### config.mk
export PLATFORM = sky130hd
export DESIGN_NAME = json_string_unescape_utf8_top
export DESIGN_NICKNAME = d
export VERILOG_FILES = /design/src/hw/rtl/jsu_pkg.sv /design/src/hw/rtl/json_string_unescape_utf8_top.sv /design/src/hw/rtl/jsu_front.sv /design/src/hw/rtl/jsu_queue.sv /design/src/hw/rtl/jsu_back.sv
export SDC_FILE = /design/constraint.sdc
export NUM_CORES = 1
export LEC_CHECK = 0
export BUFFER_PORTS_ARGS = -buffer_cell sky130_fd_sc_hd__buf_2
export CAP_MARGIN = 5
export CORE_MARGIN = 2
export CORE_UTILIZATION = 51
export DETAILED_ROUTE_END_ITERATION = 6
export PLACE_DENSITY = 0.66
export SETUP_SLACK_MARGIN = 0.15
export SKIP_LAST_GASP = 1
export SLEW_MARGIN = 40
export SYNTH_ARGS = -nofsm -noshare
export SYNTH_HDL_FRONTEND = slang
export SYNTH_SLANG_ARGS = --single-unit
### constraint.sdc
create_clock -name clk_i -period 4.9 [get_ports clk_i]
set_clock_uncertainty 0.1 [all_clocks]
set_input_delay 1.225 -clock clk_i [delete_from_list [all_inputs] [get_ports clk_i]]
set_output_delay 1.225 -clock clk_i [all_outputs]
set_load 0.005 [all_outputs]
### src/hw/rtl/jsu_pkg.sv
`timescale 1ns / 1ps
`default_nettype none
// ----------------------------------------------------------------------------
// jsu_pkg
// shared types and constants of the json string unescaper: status codes,
// the job record passed from the front end to the output side, queue depth
// ----------------------------------------------------------------------------
package jsu_pkg;

  // status codes carried on every result item
  localparam logic [2:0] ST_OK           = 3'd0;
  localparam logic [2:0] ST_TRAIL_BSLASH = 3'd1;
  localparam logic [2:0] ST_SHORT_U      = 3'd2;
  localparam logic [2:0] ST_BAD_HEX      = 3'd3;
  localparam logic [2:0] ST_MISSING_LOW  = 3'd4;
  localparam logic [2:0] ST_BAD_LOW      = 3'd5;
  localparam logic [2:0] ST_LONE_LOW     = 3'd6;
  localparam logic [2:0] ST_ILLEGAL_ESC  = 3'd7;

  // depth of the job queue between front end and output side
  localparam int unsigned QDEPTH = 4;

  // one decoded input item: up to four output bytes, sent lowest index first
  typedef struct packed {
    logic [3:0][7:0] bytes;
    logic [1:0]      n_m1;    // number of bytes minus one
    logic            last;    // string ends with the final byte of this job
    logic [2:0]      status;
  } job_t;

endpackage : jsu_pkg
`default_nettype wire

### src/hw/rtl/json_string_unescape_utf8_top.sv
`timescale 1ns / 1ps
`default_nettype none
// ----------------------------------------------------------------------------
// json_string_unescape_utf8_top
// json string body unescaper with utf-8 output
// ----------------------------------------------------------------------------
// Takes one string body byte per cycle (push/full) and hands out decoded
// bytes one per cycle (empty/pop), each with a last mark and a status code.
// A byte is decoded in the cycle it is accepted and yields zero or one job
// of one to four output bytes in a four-entry job queue; the output side
// then hands the bytes of the head job out in order (at most four, for a
// surrogate pair). Input and output stall independently; full rises only
// when four jobs wait behind the output register. An error gives a single
// zero byte with the status code and the last mark, and the rest of that
// string is swallowed up to its last byte.
// ----------------------------------------------------------------------------
module json_string_unescape_utf8_top (
  input  wire logic        clk_i,
  input  wire logic        rst_ni,
  input  wire logic        push,
  output logic             full,
  input  wire logic [7:0]  in_byte_i,
  input  wire logic        in_last_i,
  output logic             empty,
  input  wire logic        pop,
  output logic [7:0]       out_byte_o,
  output logic             out_last_o,
  output logic [2:0]       status_o
);

  jsu_pkg::job_t job_w;
  jsu_pkg::job_t head_w;
  logic          job_push;
  logic          q_full;
  logic          q_empty;
  logic          q_rd;
  logic          accept;

  assign accept = push && !q_full;
  assign full   = q_full;

  // decoder
  jsu_front u_front (
    .clk_i      (clk_i),
    .rst_ni     (rst_ni),
    .accept_i   (accept),
    .in_byte_i  (in_byte_i),
    .in_last_i  (in_last_i),
    .job_o      (job_w),
    .job_push_o (job_push)
  );

  // job queue
  jsu_queue u_queue (
    .clk_i     (clk_i),
    .rst_ni    (rst_ni),
    .wr_en_i   (job_push),
    .wr_data_i (job_w),
    .full_o    (q_full),
    .rd_en_i   (q_rd),
    .rd_data_o (head_w),
    .empty_o   (q_empty)
  );

  // output side
  jsu_back u_back (
    .clk_i      (clk_i),
    .rst_ni     (rst_ni),
    .q_empty_i  (q_empty),
    .q_job_i    (head_w),
    .q_rd_o     (q_rd),
    .pop_i      (pop),
    .empty_o    (empty),
    .out_byte_o (out_byte_o),
    .out_last_o (out_last_o),
    .status_o   (status_o)
  );

endmodule : json_string_unescape_utf8_top
`default_nettype wire

### src/hw/rtl/jsu_front.sv
`timescale 1ns / 1ps
`default_nettype none
// ----------------------------------------------------------------------------
// jsu_front
// escape decoder: one body byte a cycle while accepted, tracks the escape
// state and turns each byte into zero or one job of up to four utf-8 bytes
// ----------------------------------------------------------------------------
module jsu_front (
  input  wire logic         clk_i,
  input  wire logic         rst_ni,
  input  wire logic         accept_i,
  input  wire logic [7:0]   in_byte_i,
  input  wire logic         in_last_i,
  output jsu_pkg::job_t     job_o,
  output logic              job_push_o
);

  // decoder phases
  localparam logic [2:0] PH_NORMAL = 3'd0;
  localparam logic [2:0] PH_ESC    = 3'd1;
  localparam logic [2:0] PH_HI     = 3'd2;
  localparam logic [2:0] PH_HI_BAD = 3'd3;
  localparam logic [2:0] PH_BS2    = 3'd4;
  localparam logic [2:0] PH_U2     = 3'd5;
  localparam logic [2:0] PH_LO     = 3'd6;
  localparam logic [2:0] PH_LO_BAD = 3'd7;

  logic [2:0]  phase_q, phase_d;
  logic [15:0] hex_q, hex_d;
  logic [1:0]  cnt_q, cnt_d;
  logic [9:0]  hi_q, hi_d;
  logic        drop_q, drop_d;

  jsu_pkg::job_t job;
  logic          job_valid;

  logic [3:0]  digit;
  logic        digit_ok;
  logic        high;
  logic        bad;
  logic [15:0] hex_next;
  logic [20:0] pair_cp;

  // encode a code point as a utf-8 job
  function automatic jsu_pkg::job_t utf8_job(input logic [20:0] cp, input logic last);
    jsu_pkg::job_t j;
    j        = '0;
    j.last   = last;
    j.status = jsu_pkg::ST_OK;
    if (cp < 21'h80) begin
      j.bytes[0] = cp[7:0];
      j.n_m1     = 2'd0;
    end else if (cp < 21'h800) begin
      j.bytes[0] = {3'b110, cp[10:6]};
      j.bytes[1] = {2'b10, cp[5:0]};
      j.n_m1     = 2'd1;
    end else if (cp < 21'h10000) begin
      j.bytes[0] = {4'b1110, cp[15:12]};
      j.bytes[1] = {2'b10, cp[11:6]};
      j.bytes[2] = {2'b10, cp[5:0]};
      j.n_m1     = 2'd2;
    end else begin
      j.bytes[0] = {5'b11110, cp[20:18]};
      j.bytes[1] = {2'b10, cp[17:12]};
      j.bytes[2] = {2'b10, cp[11:6]};
      j.bytes[3] = {2'b10, cp[5:0]};
      j.n_m1     = 2'd3;
    end
    return j;
  endfunction

  // single-byte job, used for plain bytes, short escapes and errors
  function automatic jsu_pkg::job_t byte_job(input logic [7:0] b, input logic last,
                                             input logic [2:0] st);
    jsu_pkg::job_t j;
    j          = '0;
    j.bytes[0] = b;
    j.n_m1     = 2'd0;
    j.last     = last;
    j.status   = st;
    return j;
  endfunction

  // hex digit value, invalid digits count as all ones
  always_comb begin
    digit_ok = 1'b1;
    digit    = 4'hf;
    if (in_byte_i inside {[8'h30:8'h39]}) begin
      digit = in_byte_i[3:0];
    end else if (in_byte_i inside {[8'h41:8'h46], [8'h61:8'h66]}) begin
      digit = in_byte_i[3:0] + 4'd9;
    end else begin
      digit_ok = 1'b0;
    end
  end

  assign high     = (phase_q == PH_HI) || (phase_q == PH_HI_BAD);
  assign bad      = (phase_q == PH_HI_BAD) || (phase_q == PH_LO_BAD) || !digit_ok;
  assign hex_next = {hex_q[11:0], digit};
  assign pair_cp  = 21'h10000 + {1'b0, hi_q, hex_next[9:0]};

  // next state and job for the byte on the inputs
  always_comb begin
    phase_d   = phase_q;
    hex_d     = hex_q;
    cnt_d     = cnt_q;
    hi_d      = hi_q;
    drop_d    = drop_q;
    job       = byte_job(in_byte_i, in_last_i, jsu_pkg::ST_OK);
    job_valid = 1'b0;

    if (drop_q) begin
      if (in_last_i) begin
        drop_d  = 1'b0;
        phase_d = PH_NORMAL;
      end
    end else begin
      case (phase_q)
        PH_ESC: begin
          phase_d   = PH_NORMAL;
          job_valid = 1'b1;
          case (in_byte_i)
            8'h22, 8'h5c, 8'h2f: job = byte_job(in_byte_i, in_last_i, jsu_pkg::ST_OK);
            8'h62: job = byte_job(8'h08, in_last_i, jsu_pkg::ST_OK);
            8'h66: job = byte_job(8'h0c, in_last_i, jsu_pkg::ST_OK);
            8'h6e: job = byte_job(8'h0a, in_last_i, jsu_pkg::ST_OK);
            8'h72: job = byte_job(8'h0d, in_last_i, jsu_pkg::ST_OK);
            8'h74: job = byte_job(8'h09, in_last_i, jsu_pkg::ST_OK);
            8'h75: begin
              if (in_last_i) begin
                job = byte_job(8'h00, 1'b1, jsu_pkg::ST_SHORT_U);
              end else begin
                job_valid = 1'b0;
                phase_d   = PH_HI;
                hex_d     = '0;
                cnt_d     = '0;
              end
            end
            default: job = byte_job(8'h00, 1'b1, jsu_pkg::ST_ILLEGAL_ESC);
          endcase
          if (job.status != jsu_pkg::ST_OK) begin
            drop_d = !in_last_i;
          end
        end

        PH_HI, PH_HI_BAD, PH_LO, PH_LO_BAD: begin
          hex_d = hex_next;
          if (cnt_q == 2'd3) begin
            // fourth digit: judge the whole group
            cnt_d     = '0;
            phase_d   = PH_NORMAL;
            job_valid = 1'b1;
            if (bad) begin
              job = byte_job(8'h00, 1'b1, jsu_pkg::ST_BAD_HEX);
            end else if (high) begin
              if (hex_next inside {[16'hd800:16'hdbff]}) begin
                if (in_last_i) begin
                  job = byte_job(8'h00, 1'b1, jsu_pkg::ST_MISSING_LOW);
                end else begin
                  job_valid = 1'b0;
                  hi_d      = hex_next[9:0];
                  phase_d   = PH_BS2;
                end
              end else if (hex_next inside {[16'hdc00:16'hdfff]}) begin
                job = byte_job(8'h00, 1'b1, jsu_pkg::ST_LONE_LOW);
              end else begin
                job = utf8_job({5'd0, hex_next}, in_last_i);
              end
            end else begin
              if (hex_next inside {[16'hdc00:16'hdfff]}) begin
                job = utf8_job(pair_cp, in_last_i);
              end else begin
                job = byte_job(8'h00, 1'b1, jsu_pkg::ST_BAD_LOW);
              end
            end
          end else if (in_last_i) begin
            // string ends inside the group
            phase_d   = PH_NORMAL;
            job_valid = 1'b1;
            job       = byte_job(8'h00, 1'b1,
                                 high ? jsu_pkg::ST_SHORT_U : jsu_pkg::ST_MISSING_LOW);
          end else begin
            cnt_d = cnt_q + 2'd1;
            if (high) begin
              phase_d = bad ? PH_HI_BAD : PH_HI;
            end else begin
              phase_d = bad ? PH_LO_BAD : PH_LO;
            end
          end
          if (job_valid && job.status != jsu_pkg::ST_OK) begin
            drop_d = !in_last_i;
          end
        end

        PH_BS2, PH_U2: begin
          // expect the backslash and u of the low surrogate escape
          if (in_last_i || in_byte_i != ((phase_q == PH_BS2) ? 8'h5c : 8'h75)) begin
            phase_d   = PH_NORMAL;
            job_valid = 1'b1;
            job       = byte_job(8'h00, 1'b1, jsu_pkg::ST_MISSING_LOW);
            drop_d    = !in_last_i;
          end else if (phase_q == PH_BS2) begin
            phase_d = PH_U2;
          end else begin
            phase_d = PH_LO;
            hex_d   = '0;
            cnt_d   = '0;
          end
        end

        default: begin
          phase_d = PH_NORMAL;
          if (in_byte_i != 8'h5c) begin
            job_valid = 1'b1;
          end else if (in_last_i) begin
            job_valid = 1'b1;
            job       = byte_job(8'h00, 1'b1, jsu_pkg::ST_TRAIL_BSLASH);
          end else begin
            phase_d = PH_ESC;
          end
        end
      endcase
    end
  end

  // decoder state
  always_ff @(posedge clk_i or negedge rst_ni) begin
    if (!rst_ni) begin
      phase_q <= PH_NORMAL;
      hex_q   <= '0;
      cnt_q   <= '0;
      hi_q    <= '0;
      drop_q  <= 1'b0;
    end else if (accept_i) begin
      phase_q <= phase_d;
      hex_q   <= hex_d;
      cnt_q   <= cnt_d;
      hi_q    <= hi_d;
      drop_q  <= drop_d;
    end
  end

  assign job_o      = job;
  assign job_push_o = accept_i && job_valid;

  // an error job is a single closing byte of value zero
  assert property (@(posedge clk_i) disable iff (!rst_ni)
    (job_push_o && job_o.status != jsu_pkg::ST_OK) |->
      (job_o.last && job_o.n_m1 == 2'd0 && job_o.bytes[0] == 8'h00))
    else $error("error job is not a single closing zero byte");

  // while dropping, no byte yields a job
  assert property (@(posedge clk_i) disable iff (!rst_ni)
    drop_q |-> !job_push_o)
    else $error("job produced while dropping");

  // an error on a byte that is not the last starts dropping
  assert property (@(posedge clk_i) disable iff (!rst_ni)
    (job_push_o && job_o.status != jsu_pkg::ST_OK && !in_last_i) |=> drop_q)
    else $error("no dropping after error");

endmodule : jsu_front
`default_nettype wire

### src/hw/rtl/jsu_queue.sv
`timescale 1ns / 1ps
`default_nettype none
// ----------------------------------------------------------------------------
// jsu_queue
// small job queue between the decoder and the output side
// ----------------------------------------------------------------------------
module jsu_queue (
  input  wire logic          clk_i,
  input  wire logic          rst_ni,
  input  wire logic          wr_en_i,
  input  wire jsu_pkg::job_t wr_data_i,
  output logic               full_o,
  input  wire logic          rd_en_i,
  output jsu_pkg::job_t      rd_data_o,
  output logic               empty_o
);

  localparam int unsigned PtrW = (jsu_pkg::QDEPTH > 1) ? $clog2(jsu_pkg::QDEPTH) : 1;
  localparam int unsigned CntW = $clog2(jsu_pkg::QDEPTH + 1);
  localparam logic [CntW-1:0] Depth = CntW'(jsu_pkg::QDEPTH);
  localparam logic [PtrW-1:0] LastPtr = PtrW'(jsu_pkg::QDEPTH - 1);

  jsu_pkg::job_t mem_q [jsu_pkg::QDEPTH];
  logic [PtrW-1:0] wr_ptr_q, rd_ptr_q;
  logic [CntW-1:0] cnt_q;

  assign full_o    = (cnt_q == Depth);
  assign empty_o   = (cnt_q == '0);
  assign rd_data_o = mem_q[rd_ptr_q];

  // storage
  always_ff @(posedge clk_i) begin
    if (wr_en_i) begin
      mem_q[wr_ptr_q] <= wr_data_i;
    end
  end

  // pointers and fill count
  always_ff @(posedge clk_i or negedge rst_ni) begin
    if (!rst_ni) begin
      wr_ptr_q <= '0;
      rd_ptr_q <= '0;
      cnt_q    <= '0;
    end else begin
      if (wr_en_i) begin
        wr_ptr_q <= (wr_ptr_q == LastPtr) ? '0 : wr_ptr_q + PtrW'(1);
      end
      if (rd_en_i) begin
        rd_ptr_q <= (rd_ptr_q == LastPtr) ? '0 : rd_ptr_q + PtrW'(1);
      end
      if (wr_en_i && !rd_en_i) begin
        cnt_q <= cnt_q + CntW'(1);
      end else if (rd_en_i && !wr_en_i) begin
        cnt_q <= cnt_q - CntW'(1);
      end
    end
  end

  assert property (@(posedge clk_i) disable iff (!rst_ni) !(wr_en_i && full_o))
    else $error("write into full job queue");

  assert property (@(posedge clk_i) disable iff (!rst_ni) !(rd_en_i && empty_o))
    else $error("read from empty job queue");

endmodule : jsu_queue
`default_nettype wire

### src/hw/rtl/jsu_back.sv
`timescale 1ns / 1ps
`default_nettype none
// ----------------------------------------------------------------------------
// jsu_back
// output side: walks the bytes of the head job into the result register,
// one byte a cycle unless pop stalls, retiring the job after its final byte
// ----------------------------------------------------------------------------
module jsu_back (
  input  wire logic          clk_i,
  input  wire logic          rst_ni,
  input  wire logic          q_empty_i,
  input  wire jsu_pkg::job_t q_job_i,
  output logic               q_rd_o,
  input  wire logic          pop_i,
  output logic               empty_o,
  output logic [7:0]         out_byte_o,
  output logic               out_last_o,
  output logic [2:0]         status_o
);

  logic [1:0] idx_q, idx_d;
  logic       ov_q, ov_d;
  logic [7:0] byte_q;
  logic       last_q;
  logic [2:0] status_q;
  logic       load;
  logic       at_end;
  logic       take;

  // load the next byte when the result register is free or being taken
  assign take   = pop_i && ov_q;
  assign load   = !q_empty_i && (!ov_q || take);
  assign at_end = (idx_q == q_job_i.n_m1);
  assign q_rd_o = load && at_end;

  always_comb begin
    idx_d = idx_q;
    ov_d  = ov_q;
    if (load) begin
      idx_d = at_end ? 2'd0 : idx_q + 2'd1;
      ov_d  = 1'b1;
    end else if (take) begin
      ov_d  = 1'b0;
    end
  end

  // control
  always_ff @(posedge clk_i or negedge rst_ni) begin
    if (!rst_ni) begin
      idx_q <= '0;
      ov_q  <= 1'b0;
    end else begin
      idx_q <= idx_d;
      ov_q  <= ov_d;
    end
  end

  // result register
  always_ff @(posedge clk_i) begin
    if (load) begin
      byte_q   <= q_job_i.bytes[idx_q];
      last_q   <= q_job_i.last && at_end;
      status_q <= q_job_i.status;
    end
  end

  assign empty_o    = !ov_q;
  assign out_byte_o = byte_q;
  assign out_last_o = last_q;
  assign status_o   = status_q;

  // an error result always closes the string
  assert property (@(posedge clk_i) disable iff (!rst_ni)
    (ov_q && status_q != jsu_pkg::ST_OK) |-> last_q)
    else $error("error result without last mark");

endmodule : jsu_back
`default_nettype wire

# ---- Word level (Yosys, flattened, before mapping)
# Memory sizes are Yosys's and may differ from the RTL's.
# Cells that the tools add are included.
dict set report totals {
  ff_bits 50
  ramBits 152
  input_bits 13
  output_inout_bits 14
  wordCells 204
  memories 1
}
dict set report op_classes {
  add_sub_neg 8
  n_lt_le_gt_ge 16
  eq_ne 29
  mux 94
  bitwise 3
  n_reduce_logical 40
}
# name words word_bits rd rd_ports_with_merged_regs write_ports line
set memory_table {}
lappend memory_table {u_queue.mem_q 4 38 1 0 1 jsu_queue.sv:23} ;# jsu_pkg::job_t mem_q [jsu_pkg::QDEPTH];
# cell count
set ops {}
lappend ops {{38-bit two-way mux} 12}
lappend ops {{38-bit one-hot mux with 7 select lines} 1}
lappend ops {{38-bit one-hot mux with 3 select lines} 1}
lappend ops {{14-bit two-way mux} 5}
lappend ops {{8-bit by 7-bit equality test with 1-bit output (second input constant)} 7}
lappend ops {{12-bit two-way mux} 4}
lappend ops {{16-bit two-way mux} 3}
lappend ops {{24-bit two-way mux} 2}
lappend ops {{3-bit two-way mux} 15}
lappend ops {{12-bit one-hot mux with 3 select lines} 1}
lappend ops {{16-bit >= comparator (second input constant)} 2}
lappend ops {{16-bit less-or-equal comparator (second input constant)} 2}
lappend ops {{1-bit two-way mux} 25}
lappend ops {{8-bit two-way mux} 3}
lappend ops {{2-bit two-way mux} 11}
lappend ops {{17-bit by 20-bit adder with 21-bit output (first input constant)} 1}
lappend ops {{21-bit by 12-bit < comparator with 1-bit output (second input constant)} 1}
lappend ops {{21-bit by 17-bit < comparator with 1-bit output (second input constant)} 1}
lappend ops {{21-bit by 8-bit < comparator with 1-bit output (second input constant)} 1}
lappend ops {{10-bit two-way mux} 2}
lappend ops {{18-bit two-way mux} 1}
lappend ops {{8-bit binary-select mux with 2-bit select} 1}
lappend ops {{8-bit by 6-bit equality test with 1-bit output (second input constant)} 2}
lappend ops {{8-bit by 7-bit >= comparator with 1-bit output (second input constant)} 2}
lappend ops {{37 further kinds} 84}

# ---- Depth between registers and ports, before layout
dict set report depth {
  depth_word 21
  depth_mapped 16
  depth_no_buf 14
}

# ---- Hierarchy
# Synthesis repeated with hierarchy kept, for this count alone.
dict set report unflattened {
  hier_cells 741
  area_unflattened_um2 9950.8
}
# module n_inst cells_per_inst area_per_inst_um2 seq_area_each_um2
set modules_own_cells {}
lappend modules_own_cells {jsu_queue 1 236 5944.5 4739.5}
lappend modules_own_cells {jsu_front 1 461 3250.6 700.7}
lappend modules_own_cells {jsu_back 1 43 742.0 435.4}
lappend modules_own_cells {json_string_unescape_utf8_top 1 1 13.8 0.0}

# ---- Worst setup path after synthesis
# Ideal clock, no wire load.
dict set report synth_timing {
  kind {input -> register}
  start {input in_byte_i[0]}
  end {memory u_queue.mem_q[0][0] in the netlist's numbering, enable pin}
  setup_ns 0.429
  arrival_time_ns 4.362
  required_time_ns 4.371
  slack_ns 0.009
  stages 10
  path_buffers 2
  path_cell_list {buf_2 -> inv_1 -> ha_1 -> and2_1 -> o311ai_2 -> a22oi_2 -> buf_4 -> a21oi_2 -> a31oi_4 -> nor2b_1}
}
dict set report synth_via {
  elab_chain_cells 18
  elab_cells_between_ends 38
  cone_classes {1 x add/sub; 8 x order compare; 3 x eq/ne; 17 x mux; 9 x reduce/logical}
}
# element line
set synth_lines {}
lappend synth_lines {{start, declared} json_string_unescape_utf8_top.sv:22} ;# input wire logic [7:0] in_byte_i,
lappend synth_lines {{8-bit by 7-bit >= comparator with 1-bit output / 8-bit by 7-bit less-or-equal comparator with 1-bit output (equally long branches)} jsu_front.sv:90} ;# end else if (in_byte_i inside {[8'h41:8'h46], [8'h61:8'h66]}) begin
lappend synth_lines {{1-bit logical AND} jsu_front.sv:90}
lappend synth_lines {{2-bit nonzero test} jsu_front.sv:90}
lappend synth_lines {{4-bit two-way mux} jsu_front.sv:90}
lappend synth_lines {{4-bit two-way mux} jsu_front.sv:88} ;# if (in_byte_i inside {[8'h30:8'h39]}) begin
lappend synth_lines {{16-bit >= comparator / 16-bit less-or-equal comparator (equally long branches)} jsu_front.sv:156} ;# if (hex_next inside {[16'hd800:16'hdbff]}) begin
lappend synth_lines {{1-bit logical AND} jsu_front.sv:156}
lappend synth_lines {{1-bit two-way mux} jsu_front.sv:156}
lappend synth_lines {{[... 2 more ...]} n/a}
lappend synth_lines {{1-bit two-way mux} jsu_front.sv:148} ;# if (cnt_q == 2'd3) begin
lappend synth_lines {{1-bit two-way mux} jsu_front.sv:118} ;# case (phase_q)
lappend synth_lines {{1-bit two-way mux} jsu_front.sv:112} ;# if (drop_q) begin
lappend synth_lines {{1-bit one-hot mux with 3 select lines *} jsu_front.sv:118}
lappend synth_lines {{1-bit two-way mux *} jsu_front.sv:112}
lappend synth_lines {{1-bit logical AND *} jsu_front.sv:244} ;# assign job_push_o = accept_i && job_valid;
lappend synth_lines {{1-bit two-way mux *} jsu_queue.sv:33} ;# if (wr_en_i) begin
lappend synth_lines {{1-bit two-way mux (implied by the code) *} jsu_queue.sv:34} ;# mem_q[wr_ptr_q] <= wr_data_i;
lappend synth_lines {{end, declared} jsu_queue.sv:23}
# Mark *: on every way between the ends. The rest lies on a longest branch, timed or not. The select of a mux whose other input is x is not followed.

# ---- Worst setup path in the final report
dict set report layout_timing {
  start {input in_byte_i[0]}
  end {register u_queue.cnt_q[1]}
}
dict set report layout_via {
  elab_chain_cells 19
  elab_cells_between_ends 41
  cone_classes {1 x add/sub; 8 x order compare; 3 x eq/ne; 16 x mux; 13 x reduce/logical}
}
# element line
set layout_lines {}
lappend layout_lines {{8-bit by 7-bit >= comparator with 1-bit output / 8-bit by 7-bit less-or-equal comparator with 1-bit output (equally long branches)} jsu_front.sv:90}
lappend layout_lines {{1-bit logical AND} jsu_front.sv:90}
lappend layout_lines {{2-bit nonzero test} jsu_front.sv:90}
lappend layout_lines {{4-bit two-way mux} jsu_front.sv:90}
lappend layout_lines {{4-bit two-way mux} jsu_front.sv:88}
lappend layout_lines {{16-bit >= comparator / 16-bit less-or-equal comparator (equally long branches)} jsu_front.sv:156}
lappend layout_lines {{1-bit logical AND} jsu_front.sv:156}
lappend layout_lines {{1-bit two-way mux} jsu_front.sv:156}
lappend layout_lines {{[... 4 more ...]} n/a}
lappend layout_lines {{1-bit two-way mux} jsu_front.sv:112}
lappend layout_lines {{1-bit one-hot mux with 3 select lines *} jsu_front.sv:118}
lappend layout_lines {{1-bit two-way mux *} jsu_front.sv:112}
lappend layout_lines {{1-bit logical AND *} jsu_front.sv:244}
lappend layout_lines {{via job_push} json_string_unescape_utf8_top.sv:33} ;# logic job_push;
lappend layout_lines {{1-bit zero test} jsu_queue.sv:53} ;# end else if (rd_en_i && !wr_en_i) begin
lappend layout_lines {{1-bit logical AND} jsu_queue.sv:53}
lappend layout_lines {{2-bit nonzero test (no line)} n/a}
lappend layout_lines {{end signal, assigned} jsu_queue.sv:52} ;# cnt_q <= cnt_q + CntW'(1);
lappend layout_lines {{end signal, assigned} jsu_queue.sv:54} ;# cnt_q <= cnt_q - CntW'(1);
lappend layout_lines {{end, declared} jsu_queue.sv:25} ;# logic [CntW-1:0] cnt_q;
# The timed path passes the listed nets; every way through them passes the cells marked *. The select of a mux whose other input is x is not followed.
# A chain may end at the register's enable or synchronous reset.

==> key figures <==
Yosys
  • Ys async rst share: 20.43%
  • Most area-consuming cells after synthesis: edfxtp_1 (48%), dfrtp_1 (10%), mux4_2 (9.9%), nor2_1 (2.2%), a21oi_1 (1.8%)
  • Area share of the largest cell type after synthesis: 47.70%
  • Synth warn: 0
  • Post-synth top flop: edfxtp_1
  • Synth area leader: edfxtp_1
  • Syn nets: 723
  • Mean Syn Cell Area: 13.37 sq um
  • Unique masters post-synth: 89
  • Cells after Synth: 697
  • Post-synthesis sequential area ratio: 57.91%
  • Post-synth EDFFs: 148
  • Mapped Area: 9316 sq um
  • Register bit total from synthesis: 186

Global route
  • Vias in the first global route: 5937
  • First-pass GRT wire length: 33980 um
  • Largest net degree at the start of global routing: 39
  • Gr usage total: 22.74%
  • Total gr overflow: 0
  • Initial antenna violation count: 0

Layout
  • Post-route core utilization: 56.99%
  • Ant. Diodes: 0
  • Final net count: 740
  • Most frequent cells in the layout: edfxtp_1 (148), nor2_1 (54), nand2_1 (43), mux4_2 (41), dfrtp_1 (37)
  • Area Overhead vs Synth: 9.884%
  • Layout cells sized above 1: 22.01%
  • Most common cell after layout, fill and taps aside: edfxtp_1

STA
  • RSZ-0062 raised after global routing: no
  • Final worst-path cycle share: 81.39%
  • Setup-failing EPs final: 0
  • Final Slew Violations: 0
  • Endpoints failing hold: 0
  • Worst slew margin: 47.87%
  • F_max: 250.8 MHz
  • Slew of the pin with the lowest slew margin: 0.7820 ns
  • Setup TNS: 0 ns
  • Min Tclk post-route: 3.988 ns

Clocking
  • Clock latency on the worst-skew pair: 0.43 ns
  • Sink Count: 186
  • CTS Root Buffer Type: clkbuf_16
  • H-tree depth: 4
  • Post-cts resize count: 0
  • Postcts setup bufs: 0
  • CTS buffer count: 17
  • CTS clk-pin slew, worst paths: 0.07 ns
  • Clock Tree Buf Depth: 2
  • Hold buffer count at CTS: 0
  • CTS tree: done

Floorplan
  • Die X: 139.2 um
  • IO Pins: 27
  • Die height: 139.2 um
  • Row count: 49
  • Initial Util: 51.86%
  • Core area: 17960 sq um
  • Full die area: 19360 sq um

Min path
  • Hold WC Path Type: flop to flop
  • Worst hold endpoint: u_queue.cnt_q[2]
  • Hold depth: 1
  • Hold path start: u_queue.cnt_q[2]

Placement
  • # port buffers: 26
  • GPL Wtd Cong: 0.9608
  • HPWL Detailed: 14350 um

Setup path
  • Worst Setup End Kind: flop
  • Setup CP Type: primary input to flop
  • Reg2Reg Setup Slack: 1.33 ns
  • Crit path required time: 5.11 ns
  • Worst Path Arrival: 4.20 ns
  • Worst Path Max Fanout: 11
  • Startpoint types: primary input
  • Reg2Reg Capture Point: u_queue.cnt_q[1]
  • Worst setup path start: in_byte_i[0]
  • R2r startpoint: u_front.phase_q[1]
  • FF-to-FF path depth: 11

Drt
  • Routed len/inst: 22.15 um
  • DR vias/cell: 6.376
  • Detail Route Antenna Nets: 0
  • Detailed Routing Iterations Pass 1: 5
  • DRC viols: 0
  • DRT iter0 DRCs: 696
  • Via count: 6095
  • Routed WL: 21170 um

Run
  • Maxcap violations: 0

Power
  • PwrDens: 466.0 nW/um^2
  • Leak pwr: 3.635 nW
  • VDD IR max: 267.4 uV

Status
  • Status: complete, no violations
layout make-up:
| class | instances | area (sq um) |
|---|---|---|
| clock inverter | 14 | 131.4 |
| fill | 1404 | 7726 |
| inverter | 19 | 71.32 |
| sequential | 186 | 5396 |
| multi-input combinational | 451 | 3692 |
| tap | 229 | 286.5 |
| timing repair buffer | 39 | 230.2 |
| clock buffer | 18 | 429.2 |
worst max-delay path by stage:
stage / to / depth (start not counted)
5_1_grt: u_queue.cnt_q[1] / 13
6_report: u_queue.cnt_q[1] / 13
4_1_cts: u_queue.cnt_q[1] / 13
3_3_place_gp: u_queue.cnt_q[1] / 13
3_5_place_dp: u_queue.cnt_q[1] / 13
2_1_floorplan: u_queue.mem_q[0][0] / 10
synthesized netlist by cell type (all sizes together), types with 7 or more instances:
master  count
a21o        9
a21oi      36
a22o       11
and2        8
buf        17
clkbuf     24
dfrtp      38
edfxtp    148
ha         12
inv        19
mux2        9
mux4       41
nand2      43
nand2b     13
nand3      10
nor2       56
nor2b      12
nor3       24
nor3b       8
o21ai      28
o22ai       7
or2         7
cells by family after synthesis:
family,after synthesis,share of synthesized area [%]
AO/OA/AOI/OAI,164,12.92
XOR/XNOR,8,0.7520
multiplexers,52,11.21
AND/OR/NAND/NOR,214,12.58
adder cells (fa/ha/maj),13,1.826
buffers and inverters,60,2.793
flip-flops,186,57.91
registers in the layout (all words and copies together) (netlist names):
| name | count |
|---|---|
| u_queue.mem_q | 136 |
| u_front.hex_q | 12 |
| u_front.hi_q | 10 |
| u_back.out_byte_o | 8 |
| u_back.status_o | 3 |
| u_front.phase_q | 3 |
| u_queue.cnt_q | 3 |
| u_back.idx_q | 2 |
| u_front.cnt_q | 2 |
| u_queue.rd_ptr_q | 2 |
| u_queue.wr_ptr_q | 2 |
| u_back.out_last_o | 1 |
| u_back.ov_q | 1 |
| u_front.drop_q | 1 |
worst max-delay path: stages:
cell and delay, ns:
buf_2 0.17, inv_1 0.13, ha_1 0.27, and3b_1 0.20, and3_1 0.21, nor3b_1 0.29, mux2i_1 0.18, a31oi_4 0.42
inv_1 0.09, ha_1 0.23, inv_1 0.08, fa_1 0.39, mux2_2 0.28
per-layer routing:
metal	global-route usage [%]	wire (um)	part of all wire [%]
met2	36.45	10350	49
met1	32.04	9212	44
met5	0	0	0
met4	7.124	403	1.9
met3	4.109	1203	5.7
per-stage QoR:
step	instances	power (mW)	setup slack, ns	hold slack [ns]	instance area [sq um]
2_1_floorplan	697	3.138	0.008645	0.3560	9316
3_3_place_gp	924	3.497	0.6064	0.3724	9673
3_5_place_dp	924	3.540	0.4864	0.3824	9676
4_1_cts	956	4.833	0.9422	0.3958	10240
5_1_grt	956	5.009	0.7204	0.4193	10240
6_report	956	4.771	0.9120	0.3901	10240
power by group:
part | internal [mW] | switching, mW | total (mW)
logic | 0.618 | 0.576 | 1.19
clock network | 0.672 | 0.622 | 1.29
registers | 2.08 | 0.204 | 2.28
total | 3.37 | 1.40 | 4.77
Power figures use the tool's default switching activity.
